## src/rtl/rfb_pkg.sv

```systemverilog
// Package for the radial frame blend: widths, register indexes and small helpers.
// Used by radial_frame_blend; depends on nothing.

package rfb_pkg;

    // Image and weight format
    localparam int MAX_DIM          = 4096;
    localparam int WEIGHT_FRAC_BITS = 16;
    localparam int CHAN_W           = 8;
    localparam int NUM_CHAN         = 3;

    // Geometry widths
    localparam int POS_W   = $clog2(MAX_DIM);           // column / row position
    localparam int DIM_W   = POS_W + 1;                 // dimension, also |dx|, |dy|
    localparam int SQ_W    = 2 * DIM_W;                 // dx^2
    localparam int SUM_W   = SQ_W + 1;                  // dx^2 + dy^2
    localparam int RSQ_W   = 2 * POS_W;                 // r^2
    localparam int QFRAC   = 8;                         // fraction bits of distances
    localparam int RAD_RAW = SUM_W + 2 * QFRAC;
    localparam int RAD_W   = RAD_RAW + (RAD_RAW % 2);   // radicand, even
    localparam int ROOT_W  = RAD_W / 2;                 // distance, Q.8
    localparam int REM_W   = ROOT_W + 3;
    localparam int MAXD_W  = ROOT_W - 1;                // corner distance, Q.8
    localparam int RQ8_W   = POS_W + QFRAC;             // radius, Q.8
    localparam int DEN_W   = MAXD_W;
    localparam int ACC_W   = CHAN_W + WEIGHT_FRAC_BITS + 1;
    localparam int FIN_W   = ACC_W + 1;
    localparam int CNT_W   = $clog2(ROOT_W);

    // Configuration port
    localparam int CFG_IDX_W  = 3;
    localparam int CFG_DATA_W = DIM_W;

    localparam logic [CFG_IDX_W-1:0] CFG_IMAGE_WIDTH  = 3'd0;
    localparam logic [CFG_IDX_W-1:0] CFG_IMAGE_HEIGHT = 3'd1;
    localparam logic [CFG_IDX_W-1:0] CFG_FRAME_RED    = 3'd2;
    localparam logic [CFG_IDX_W-1:0] CFG_FRAME_GREEN  = 3'd3;
    localparam logic [CFG_IDX_W-1:0] CFG_FRAME_BLUE   = 3'd4;

    localparam logic [DIM_W-1:0] RST_IMAGE_WIDTH  = DIM_W'(640);
    localparam logic [DIM_W-1:0] RST_IMAGE_HEIGHT = DIM_W'(480);

    typedef logic [CHAN_W-1:0]               t_chan;
    typedef logic [NUM_CHAN-1:0][CHAN_W-1:0] t_rgb;   // [0] red, [1] green, [2] blue

    // Saturate a programmed dimension into [2, MAX_DIM]
    function automatic logic [DIM_W-1:0] clamp_dim(input logic [DIM_W-1:0] v);
        logic [DIM_W-1:0] res;
        if (v < DIM_W'(2)) begin
            res = DIM_W'(2);
        end else if (v > DIM_W'(MAX_DIM)) begin
            res = DIM_W'(MAX_DIM);
        end else begin
            res = v;
        end
        return res;
    endfunction

endpackage

```

## src/rtl/radial_frame_blend.sv

```systemverilog
// Radial frame blend top level: raster pixel stream in, vignetted pixel stream out.
// Depends on rfb_pkg (widths, register indexes, dimension clamp).

// Pixels arrive in raster order on the s_axis side and leave, one per input, on the
// m_axis side with row end on tlast and image end on tuser. Column and row are counted
// inside the block. A pixel within the centred circle of radius min(W,H)-1 (half-pixel
// units) passes unchanged; outside it each channel is blended towards the frame colour
// with a weight that rises linearly from 0 at the circle to 1 at the corners. The
// squares, the square root and the weight division (fused with the blend) are bit
// serial: one multiplier bit a cycle, one root bit a cycle and one weight bit a cycle.
// The first pixel of each image also works out the corner distance (squares and square
// root) before its own squares. One pixel is worked on at a time; the output register
// lets the next pixel be taken while a result waits. Configuration writes are accepted
// at any time but must only be issued while the block is idle.

module radial_frame_blend (
    input  logic                             i_clk,
    input  logic                             i_rst_n,
    // pixel in
    input  logic                             s_axis_tvalid,
    output logic                             s_axis_tready,
    input  logic [23:0]                      s_axis_tdata,   // in_red, in_green, in_blue
    // pixel out
    output logic                             m_axis_tvalid,
    input  logic                             m_axis_tready,
    output logic [23:0]                      m_axis_tdata,   // out_red, out_green, out_blue
    output logic                             m_axis_tlast,   // row_end
    output logic                             m_axis_tuser,   // image_end
    // configuration writes
    input  logic                             i_cfg_valid,
    output logic                             o_cfg_ready,
    input  logic [rfb_pkg::CFG_IDX_W-1:0]    i_cfg_addr,
    input  logic [rfb_pkg::CFG_DATA_W-1:0]   i_cfg_data
);

    // sequencer states
    localparam logic [3:0] S_IDLE  = 4'd0;  // waiting for a pixel
    localparam logic [3:0] S_GSQ   = 4'd1;  // (W-1)^2, (H-1)^2
    localparam logic [3:0] S_GLD   = 4'd2;  // load corner root
    localparam logic [3:0] S_GRT   = 4'd3;  // corner distance root
    localparam logic [3:0] S_SQ    = 4'd4;  // dx^2, dy^2
    localparam logic [3:0] S_CMP   = 4'd5;  // inside test
    localparam logic [3:0] S_RT    = 4'd6;  // pixel distance root
    localparam logic [3:0] S_WCALC = 4'd7;  // weight special cases
    localparam logic [3:0] S_DIV   = 4'd8;  // weight division fused with blend
    localparam logic [3:0] S_FIN   = 4'd9;  // rounding
    localparam logic [3:0] S_OUT   = 4'd10; // hand over to output register

    localparam int CNT_W = rfb_pkg::CNT_W;
    localparam logic [CNT_W-1:0] MUL_LAST  = CNT_W'(rfb_pkg::DIM_W - 1);
    localparam logic [CNT_W-1:0] ROOT_LAST = CNT_W'(rfb_pkg::ROOT_W - 1);
    localparam logic [CNT_W-1:0] DIV_LAST  = CNT_W'(rfb_pkg::WEIGHT_FRAC_BITS - 1);

    // configuration
    logic [rfb_pkg::DIM_W-1:0] r_width, r_height;
    rfb_pkg::t_rgb             r_frame;

    // control
    logic [3:0]                r_state;
    logic [CNT_W-1:0]          r_cnt;
    logic [rfb_pkg::POS_W-1:0] r_col, r_row;

    // per pixel
    rfb_pkg::t_rgb             r_pix;
    logic [rfb_pkg::DIM_W-1:0] r_dx, r_dy;
    logic                      r_rend, r_iend;

    // per image geometry
    logic [rfb_pkg::POS_W-1:0]  r_radius;
    logic [rfb_pkg::RSQ_W-1:0]  r_rsq;
    logic [rfb_pkg::MAXD_W-1:0] r_maxd;

    // squaring lanes
    logic [rfb_pkg::DIM_W-1:0] r_mop_x, r_mop_y, r_mbit_x, r_mbit_y;
    logic [rfb_pkg::SQ_W-1:0]  r_sqx, r_sqy;

    // square root
    logic [rfb_pkg::RAD_W-1:0]  r_rad;
    logic [rfb_pkg::REM_W-1:0]  r_rem;
    logic [rfb_pkg::ROOT_W-1:0] r_root;

    // division and blend lanes
    logic [rfb_pkg::DEN_W-1:0]                      r_drem, r_den;
    logic [rfb_pkg::NUM_CHAN-1:0][rfb_pkg::ACC_W-1:0] r_acc;
    rfb_pkg::t_rgb                                  r_res;

    // output register
    logic          r_ovalid, r_olast, r_ouser;
    rfb_pkg::t_rgb r_out;

    // ---------------------------------------------------------------- datapath
    logic [rfb_pkg::DIM_W-1:0]  w_dim, h_dim, wm1, hm1, col2, row2, dx_now, dy_now;
    logic                       in_xfer, first_px, rend_now, iend_now;
    logic [rfb_pkg::SQ_W-1:0]   sqx_next, sqy_next;
    logic [rfb_pkg::SUM_W-1:0]  sum_s;
    logic [rfb_pkg::REM_W-1:0]  rem_sh, trial;
    logic                       rt_take;
    logic [rfb_pkg::REM_W-1:0]  rem_next;
    logic [rfb_pkg::ROOT_W-1:0] root_next;
    logic [rfb_pkg::DEN_W:0]    drem2;
    logic                       dv_take;
    logic [rfb_pkg::RQ8_W-1:0]  rq8;
    logic [rfb_pkg::ROOT_W-1:0] num;
    logic [rfb_pkg::DEN_W-1:0]  den;
    logic [rfb_pkg::NUM_CHAN-1:0][rfb_pkg::ACC_W-1:0] acc_next;
    rfb_pkg::t_rgb              fin;
    logic [rfb_pkg::CHAN_W:0]   diff;
    logic [rfb_pkg::FIN_W-1:0]  fsum;

    assign in_xfer = s_axis_tvalid && s_axis_tready;

    always_comb begin
        w_dim    = rfb_pkg::clamp_dim(r_width);
        h_dim    = rfb_pkg::clamp_dim(r_height);
        wm1      = w_dim - rfb_pkg::DIM_W'(1);
        hm1      = h_dim - rfb_pkg::DIM_W'(1);
        col2     = {r_col, 1'b0};
        row2     = {r_row, 1'b0};
        dx_now   = (col2 >= wm1) ? col2 - wm1 : wm1 - col2;
        dy_now   = (row2 >= hm1) ? row2 - hm1 : hm1 - row2;
        first_px = (r_col == '0) && (r_row == '0);
        rend_now = ({1'b0, r_col} + rfb_pkg::DIM_W'(1)) >= w_dim;
        iend_now = rend_now && (({1'b0, r_row} + rfb_pkg::DIM_W'(1)) >= h_dim);
    end

    // squares, MSB first: acc = 2*acc + bit*op
    always_comb begin
        sqx_next = {r_sqx[rfb_pkg::SQ_W-2:0], 1'b0}
                 + (r_mbit_x[rfb_pkg::DIM_W-1] ? rfb_pkg::SQ_W'(r_mop_x) : '0);
        sqy_next = {r_sqy[rfb_pkg::SQ_W-2:0], 1'b0}
                 + (r_mbit_y[rfb_pkg::DIM_W-1] ? rfb_pkg::SQ_W'(r_mop_y) : '0);
        sum_s    = rfb_pkg::SUM_W'(r_sqx) + rfb_pkg::SUM_W'(r_sqy);
    end

    // restoring square root, one root bit a cycle
    always_comb begin
        rem_sh    = {r_rem[rfb_pkg::REM_W-3:0], r_rad[rfb_pkg::RAD_W-1 -: 2]};
        trial     = {1'b0, r_root, 2'b01};
        rt_take   = rem_sh >= trial;
        rem_next  = rt_take ? rem_sh - trial : rem_sh;
        root_next = {r_root[rfb_pkg::ROOT_W-2:0], rt_take};
    end

    // weight: numerator and denominator in Q.8 above the radius
    always_comb begin
        rq8 = {r_radius, {rfb_pkg::QFRAC{1'b0}}};
        num = r_root - rfb_pkg::ROOT_W'(rq8);
        den = r_maxd - rfb_pkg::DEN_W'(rq8);
    end

    // fused division and blend: each quotient bit of w scales (frame - pix)
    always_comb begin
        drem2   = {r_drem, 1'b0};
        dv_take = drem2 >= {1'b0, r_den};
        for (int c = 0; c < rfb_pkg::NUM_CHAN; c++) begin
            diff = {1'b0, r_frame[c]} - {1'b0, r_pix[c]};
            acc_next[c] = {r_acc[c][rfb_pkg::ACC_W-2:0], 1'b0}
                        + (dv_take ? {{(rfb_pkg::ACC_W-rfb_pkg::CHAN_W-1){diff[rfb_pkg::CHAN_W]}},
                                      diff}
                                   : '0);
            // pix*2^F + (frame-pix)*w + half, result always in channel range
            fsum = rfb_pkg::FIN_W'({r_pix[c], {rfb_pkg::WEIGHT_FRAC_BITS{1'b0}}})
                 + {r_acc[c][rfb_pkg::ACC_W-1], r_acc[c]}
                 + rfb_pkg::FIN_W'(1 << (rfb_pkg::WEIGHT_FRAC_BITS - 1));
            fin[c] = fsum[rfb_pkg::WEIGHT_FRAC_BITS +: rfb_pkg::CHAN_W];
        end
    end

    // ---------------------------------------------------------------- config
    assign o_cfg_ready = 1'b1;

    always_ff @(posedge i_clk) begin
        if (!i_rst_n) begin
            r_width  <= rfb_pkg::RST_IMAGE_WIDTH;
            r_height <= rfb_pkg::RST_IMAGE_HEIGHT;
            r_frame  <= '0;
        end else if (i_cfg_valid && o_cfg_ready) begin
            unique case (i_cfg_addr)
                rfb_pkg::CFG_IMAGE_WIDTH:  r_width    <= i_cfg_data;
                rfb_pkg::CFG_IMAGE_HEIGHT: r_height   <= i_cfg_data;
                rfb_pkg::CFG_FRAME_RED:    r_frame[0] <= i_cfg_data[rfb_pkg::CHAN_W-1:0];
                rfb_pkg::CFG_FRAME_GREEN:  r_frame[1] <= i_cfg_data[rfb_pkg::CHAN_W-1:0];
                rfb_pkg::CFG_FRAME_BLUE:   r_frame[2] <= i_cfg_data[rfb_pkg::CHAN_W-1:0];
                default: ;  // unused indexes are dropped
            endcase
        end
    end

    // ---------------------------------------------------------------- sequencer
    assign s_axis_tready = (r_state == S_IDLE);

    always_ff @(posedge i_clk) begin
        if (!i_rst_n) begin
            r_state <= S_IDLE;
            r_cnt   <= '0;
            r_col   <= '0;
            r_row   <= '0;
        end else begin
            unique case (r_state)
                S_IDLE: begin
                    if (in_xfer) begin
                        r_pix  <= s_axis_tdata;
                        r_dx   <= dx_now;
                        r_dy   <= dy_now;
                        r_rend <= rend_now;
                        r_iend <= iend_now;
                        r_sqx  <= '0;
                        r_sqy  <= '0;
                        r_cnt  <= '0;
                        // position of the next pixel; a shrunk image wraps at once
                        if (rend_now) begin
                            r_col <= '0;
                            r_row <= iend_now ? '0 : r_row + rfb_pkg::POS_W'(1);
                        end else begin
                            r_col <= r_col + rfb_pkg::POS_W'(1);
                        end
                        if (first_px) begin
                            // geometry latch from the registers of this moment
                            r_radius <= (wm1 < hm1) ? wm1[rfb_pkg::POS_W-1:0]
                                                    : hm1[rfb_pkg::POS_W-1:0];
                            r_mop_x  <= wm1;
                            r_mbit_x <= wm1;
                            r_mop_y  <= hm1;
                            r_mbit_y <= hm1;
                            r_state  <= S_GSQ;
                        end else begin
                            r_mop_x  <= dx_now;
                            r_mbit_x <= dx_now;
                            r_mop_y  <= dy_now;
                            r_mbit_y <= dy_now;
                            r_state  <= S_SQ;
                        end
                    end
                end
                S_GSQ, S_SQ: begin
                    r_sqx    <= sqx_next;
                    r_sqy    <= sqy_next;
                    r_mbit_x <= r_mbit_x << 1;
                    r_mbit_y <= r_mbit_y << 1;
                    if (r_cnt == MUL_LAST) begin
                        r_cnt   <= '0;
                        r_state <= (r_state == S_GSQ) ? S_GLD : S_CMP;
                    end else begin
                        r_cnt   <= r_cnt + CNT_W'(1);
                    end
                end
                S_GLD: begin
                    // r^2 = min(a^2, b^2)
                    r_rsq   <= (r_sqx < r_sqy) ? r_sqx[rfb_pkg::RSQ_W-1:0]
                                               : r_sqy[rfb_pkg::RSQ_W-1:0];
                    r_rad   <= rfb_pkg::RAD_W'({sum_s, {(2*rfb_pkg::QFRAC){1'b0}}});
                    r_rem   <= '0;
                    r_root  <= '0;
                    r_state <= S_GRT;
                end
                S_GRT, S_RT: begin
                    r_rad  <= r_rad << 2;
                    r_rem  <= rem_next;
                    r_root <= root_next;
                    if (r_cnt == ROOT_LAST) begin
                        r_cnt <= '0;
                        if (r_state == S_GRT) begin
                            r_maxd   <= root_next[rfb_pkg::MAXD_W-1:0];
                            r_sqx    <= '0;
                            r_sqy    <= '0;
                            r_mop_x  <= r_dx;
                            r_mbit_x <= r_dx;
                            r_mop_y  <= r_dy;
                            r_mbit_y <= r_dy;
                            r_state  <= S_SQ;
                        end else begin
                            r_state <= S_WCALC;
                        end
                    end else begin
                        r_cnt <= r_cnt + CNT_W'(1);
                    end
                end
                S_CMP: begin
                    if (sum_s <= rfb_pkg::SUM_W'(r_rsq)) begin
                        r_res   <= r_pix;      // inside the circle
                        r_state <= S_OUT;
                    end else begin
                        r_rad   <= rfb_pkg::RAD_W'({sum_s, {(2*rfb_pkg::QFRAC){1'b0}}});
                        r_rem   <= '0;
                        r_root  <= '0;
                        r_state <= S_RT;
                    end
                end
                S_WCALC: begin
                    priority if (r_maxd <= rfb_pkg::MAXD_W'(rq8)) begin
                        r_res   <= r_frame;    // no room for a ramp: full frame
                        r_state <= S_OUT;
                    end else if (r_root <= rfb_pkg::ROOT_W'(rq8)) begin
                        r_res   <= r_pix;      // weight zero
                        r_state <= S_OUT;
                    end else if (num >= rfb_pkg::ROOT_W'(den)) begin
                        r_res   <= r_frame;    // weight clamps to one
                        r_state <= S_OUT;
                    end else begin
                        r_drem  <= num[rfb_pkg::DEN_W-1:0];
                        r_den   <= den;
                        r_acc   <= '0;
                        r_cnt   <= '0;
                        r_state <= S_DIV;
                    end
                end
                S_DIV: begin
                    r_drem <= dv_take ? drem2[rfb_pkg::DEN_W-1:0] - r_den
                                      : drem2[rfb_pkg::DEN_W-1:0];
                    r_acc  <= acc_next;
                    if (r_cnt == DIV_LAST) begin
                        r_cnt   <= '0;
                        r_state <= S_FIN;
                    end else begin
                        r_cnt   <= r_cnt + CNT_W'(1);
                    end
                end
                S_FIN: begin
                    r_res   <= fin;
                    r_state <= S_OUT;
                end
                S_OUT: begin
                    if (!r_ovalid || m_axis_tready) begin
                        r_state <= S_IDLE;
                    end
                end
                default: r_state <= S_IDLE;
            endcase
        end
    end

    // ---------------------------------------------------------------- output register
    always_ff @(posedge i_clk) begin
        if (!i_rst_n) begin
            r_ovalid <= 1'b0;
        end else if ((r_state == S_OUT) && (!r_ovalid || m_axis_tready)) begin
            r_ovalid <= 1'b1;
        end else if (m_axis_tready) begin
            r_ovalid <= 1'b0;
        end
    end

    always_ff @(posedge i_clk) begin
        if ((r_state == S_OUT) && (!r_ovalid || m_axis_tready)) begin
            r_out   <= r_res;
            r_olast <= r_rend;
            r_ouser <= r_iend;
        end
    end

    assign m_axis_tvalid = r_ovalid;
    assign m_axis_tdata  = r_out;
    assign m_axis_tlast  = r_olast;
    assign m_axis_tuser  = r_ouser;

    // ---------------------------------------------------------------- checks
    a_busy_after_xfer: assert property (@(posedge i_clk) disable iff (!i_rst_n)
        in_xfer |=> (r_state != S_IDLE))
        else $error("pixel transfer did not start the sequencer");

    a_geometry_on_first: assert property (@(posedge i_clk) disable iff (!i_rst_n)
        (in_xfer && first_px) |=> (r_state == S_GSQ))
        else $error("first pixel of image skipped the geometry latch");

    a_div_rem_bound: assert property (@(posedge i_clk) disable iff (!i_rst_n)
        (r_state == S_DIV) |-> (r_drem < r_den))
        else $error("division remainder not below denominator");

    a_root_count: assert property (@(posedge i_clk) disable iff (!i_rst_n)
        ((r_state == S_RT) || (r_state == S_GRT)) |-> (r_cnt <= ROOT_LAST))
        else $error("square root step count overrun");

endmodule

```

## config.mk

```make
export PLATFORM = sky130hd
export DESIGN_NAME = radial_frame_blend
export DESIGN_NICKNAME = d
export VERILOG_FILES = /design/src/rtl/rfb_pkg.sv /design/src/rtl/radial_frame_blend.sv
export SDC_FILE = /design/constraint.sdc
export NUM_CORES = 2
export LEC_CHECK = 0
export BUFFER_PORTS_ARGS = -buffer_cell sky130_fd_sc_hd__buf_2
export CELL_PAD_IN_SITES_DETAIL_PLACEMENT = 1
export CELL_PAD_IN_SITES_GLOBAL_PLACEMENT = 2
export CORE_MARGIN = 1
export CORE_UTILIZATION = 42
export CTS_CLUSTER_DIAMETER = 30
export CTS_CLUSTER_SIZE = 12
export DETAILED_ROUTE_END_ITERATION = 10
export PLACE_DENSITY = 0.81
export REMOVE_ABC_BUFFERS = 1
export SLEW_MARGIN = 20
export SYNTH_ARGS = -nofsm -noshare
export SYNTH_HDL_FRONTEND = slang
export SYNTH_SLANG_ARGS = --single-unit
```

## constraint.sdc

```tcl
create_clock -name i_clk -period 10.64 [get_ports i_clk]
set_input_delay 0.532 -clock i_clk [delete_from_list [all_inputs] [get_ports i_clk]]
set_output_delay 0.532 -clock i_clk [all_outputs]
set_load 0.02 [all_outputs]
```

==> run summary <==
The site row count came out at 109. The worst endpoint data arrival time came out at 7730 ps. The global-route total usage across every layer is 0.248. The area of the die is 0.0909 sq mm. For this run, the register share of the synthesized area comes to 0.403. The worst setup path is captured at a flop. In this run the power density over the cells is 263 mW/mm^2. The critical path in this run is classified as reg2reg. Across the whole layout, storage elements account for ~0.015 sq mm.

The minimum period implied by the final worst setup slack is slightly above 7000 ps. The synthesized design contains 450 enable-type register cells. The sum of internal, switching and leakage power came out at 11.8 mW. At the worst endpoint, the required time is approximately 11000 ps. The aggregate routed wire length is approximately 110000 um. Once detailed placement completed, the half-perimeter wirelength came to 81000 um.

The total of flip-flops plus latches after synthesis is 534. The area of the multi-input gates is 0.0209 sq mm. The number of warnings printed during yosys synthesis came out at 0. The number of buffers on the longest clock path is 3.

The later pin in the worst-skew pair is clocked with a latency of about 740 ps. Among all flip-flop cells after synthesis, the most frequent one is edfxtp_1. TritonCTS built the clock tree. The library cell used most frequently in the layout, excluding fill and tap cells, is edfxtp_1. The number of standard cells after synthesis came out at 3971.

After clock tree synthesis, the clock-pin slew on the worst setup and hold paths is 50 ps. Headroom to the max-slew limit came out at 0.218. The minimum setup slack in the final design came out at roughly 3400 ps. Before antenna repair, the detailed router went through 5 iterations. At the pin with the least slew margin, the transition time is 1160 ps.

The clock sink count is 534. For this design, the CTS-stage hold fixing added 25 buffers. The first-pass GRT wire length is ~180000 um. The hold violation total from the final report came to 0. IR analysis of the VDD net gives a maximum drop of 265 uV. The number of antenna diodes in the final layout is 0. The total via count after detailed routing is approximately 31000.

The initial utilization of the core area, before any placement, comes to 0.425. The post-CTS setup buffer count is 0. The static leakage came out at 18.4 nW. Gates resized during post-CTS repair numbered 0.

In this run the worst path has a maximum fanout of 46. Counting distinct cell types in the post-synthesis netlist gives 95. The tree is rooted in a clkbuf_16. The flow ran to the end, and the final reports show no timing, DRC or antenna violations. In this run the worst hold path is classified as in2reg. The H-tree depth is 4. The first routing iteration left 1648 violations.

In the layout the commonest cells are edfxtp_1 (450), nor2_1 (394), ha_1 (381). Setup violations remaining at the end of the flow were counted as 0. The via count of the first global-routing pass came out at 32100. After detailed routing, the number of vias per cell comes to 5.65. The overflow left after global routing is 0. After detailed routing, the number of remaining DRC violations is 0. In the final routed layout, each cell accounts on average for 20.7 um.

The count of pins over their slew limit came out at 0. The number of port buffers is 72. The peak clock frequency supported by timing came out at around 140 MHz. The number of standard cells in the final layout excluding fillers came out at 5425. Setup repair after global routing left no endpoint under its margin. The worst slack at placement came out at 3190 ps. 74 I/O pins were placed. The post-placement cell count came out at 5119. A synthesized cell averages 9.49 sq um.

STA classifies the critical path startpoint as a flop. The worst clock skew on the final layout came out at ~33 ps. The pin count of the biggest net entering global routing is 74. The area of the placeable core is roughly 0.09 sq mm. The post-synth design cell area came out at 0.0377 sq mm.

The die boundary width is roughly 300 um. The count of nets left with antenna violations after detail routing came out at 0. The layout net count is 4576.

Of the available clock period, the critical path in the final layout requires 0.683. The floorplan step set the die height to 302 um. The final weighted congestion in routability-driven placement is 0.856. The sum of negative setup slack is 0 ps. The initial antenna violation count came out at 0. The layout overhead on the synthesized area came out at 19.3%. The fraction of synthesis flops using an asynchronous set or reset pin came out at 0.

The fraction of layout instances using a drive strength above 1 is 0.109. The fill cell total of the finished layout is 9928. The number of clock buffers inserted by TritonCTS is 152. The count of max-cap constraint violations came out at 0.
path summary, 6_finish.rpt:
path / start / to / slack (ps) / cells past startpoint
min reg2reg: r_res[11]$_DFFE_PP_ / m_axis_tdata[11]$_DFFE_PP_ / 420 / 0
max reg2reg: r_drem[8]$_DFFE_PP_ / r_acc[23]$_SDFFCE_PN0P_ / 3370 / 22
min: i_cfg_data[8] / r_height[8]$_SDFFE_PN1P_ / 60 / 3
max: r_drem[8]$_DFFE_PP_ / r_acc[23]$_SDFFCE_PN0P_ / 3370 / 22
synthesized netlist by cell type (12+ instances only):
| cell | number | share of area |
|---|---|---|
| xnor2_1 | 178 | 0.041 |
| nor3b_1 | 13 | 0.0026 |
| o21a_1 | 45 | 0.0090 |
| o21bai_1 | 44 | 0.0088 |
| a21oi_1 | 317 | 0.042 |
| a31oi_1 | 32 | 0.0053 |
| or4_1 | 13 | 0.0026 |
| inv_1 | 320 | 0.032 |
| a21o_1 | 107 | 0.021 |
| a221o_1 | 25 | 0.0066 |
| nand4_1 | 35 | 0.0058 |
| a221oi_1 | 13 | 0.0030 |
| a2111oi_0 | 13 | 0.0030 |
| mux2i_1 | 55 | 0.015 |
| and3_1 | 25 | 0.0042 |
| o31ai_1 | 16 | 0.0032 |
| nor2b_1 | 54 | 0.0090 |
| nand2b_1 | 36 | 0.0060 |
| mux2_2 | 41 | 0.012 |
| o211ai_1 | 18 | 0.0036 |
| or3_1 | 30 | 0.0050 |
| and2_1 | 55 | 0.0091 |
| a211oi_1 | 45 | 0.0090 |
| clkbuf_1 | 114 | 0.011 |
| dfxtp_1 | 84 | 0.045 |
| xor2_1 | 74 | 0.017 |
| nor3_1 | 86 | 0.011 |
| fa_1 | 17 | 0.0090 |
| nand2_1 | 315 | 0.031 |
| nor4_1 | 25 | 0.0042 |
| nand3_1 | 96 | 0.013 |
| buf_1 | 12 | 0.0012 |
| nor2_1 | 396 | 0.039 |
| or2_2 | 17 | 0.0028 |
| o21ai_0 | 171 | 0.023 |
| ha_1 | 381 | 0.13 |
| edfxtp_1 | 450 | 0.36 |
routing by layer:
metal  vias up  global-route usage  share of wire
li1      14800                   -              -
met1     15100               0.332           0.47
met2       521               0.406           0.47
met3       185              0.0401          0.038
met4         0              0.0806          0.025
met5         -                   0              0
per-stage QoR:
stage | instance area [sq um] | utilization | hold slack, ps
2_1_floorplan | 37100 | - | 400
3_3_place_gp | 39400 | 0.445 | 402
4_1_cts | 45000 | 0.507 | 26.6
5_1_grt | 45000 | 0.507 | 67.5
6_report | 45000 | 0.507 | 59.2
3_5_place_dp | 39400 | 0.445 | 406
cells by family (layout without fill, tap and decap cells):
| family | Yosys count | in the layout | synth area share |
|---|---|---|---|
| fa+ha+maj | 398 | 398 | 0.136 |
| mux | 97 | 97 | 0.0273 |
| flops | 534 | 534 | 0.403 |
| xor+xnor | 252 | 252 | 0.0586 |
| compound gates | 1001 | 1001 | 0.175 |
| other cells | 1 | 1 | 0.0000995 |
| buf+inv | 458 | 747 | 0.0463 |
| simple gates | 1230 | 1230 | 0.154 |
area by class of cell:
type	instances	area share
inverters	323	0.0270
clock buffers	186	0.0909
flip-flops and latches	534	0.338
clock inverters	95	0.0267
well taps	1165	0.0324
repair buffers	143	0.0213
multi-input cells	2979	0.464
flip-flops by register name, summed over array words and instances (netlist names), 26 cells and up:
| signal | flops |
|---|---|
| r_acc | 72 |
| r_rad | 28 |
| r_sqx | 26 |
| r_sqy | 26 |
worst max-delay path: stages (launching register included):
cell	delay, ps
edfxtp_1	400
ha_1	370
a21o_1	170
a21o_1	200
a2111oi_0	450
nor2_1	110
a2111oi_1	790
o31ai_1	440
o21ai_4	530
buf_4	530
nor2b_1	100
ha_1	230
fa_1	410
a21o_1	210
a21oi_1	180
nor2b_1	80
o21a_1	190
o21ai_0	440
o211a_1	240
o31ai_1	110
a2111oi_0	520
nor3_1	120
o21a_1	190
where the power goes:
| group | internal, mW | switching, mW | total (mW) |
|---|---|---|---|
| Combinational | 1.57 | 2.46 | 4.04 |
| Clock | 3.21 | 1.46 | 4.67 |
| Sequential | 2.84 | 0.264 | 3.10 |
| Total | 7.62 | 4.18 | 11.8 |
Power figures use the tool's default switching activity.
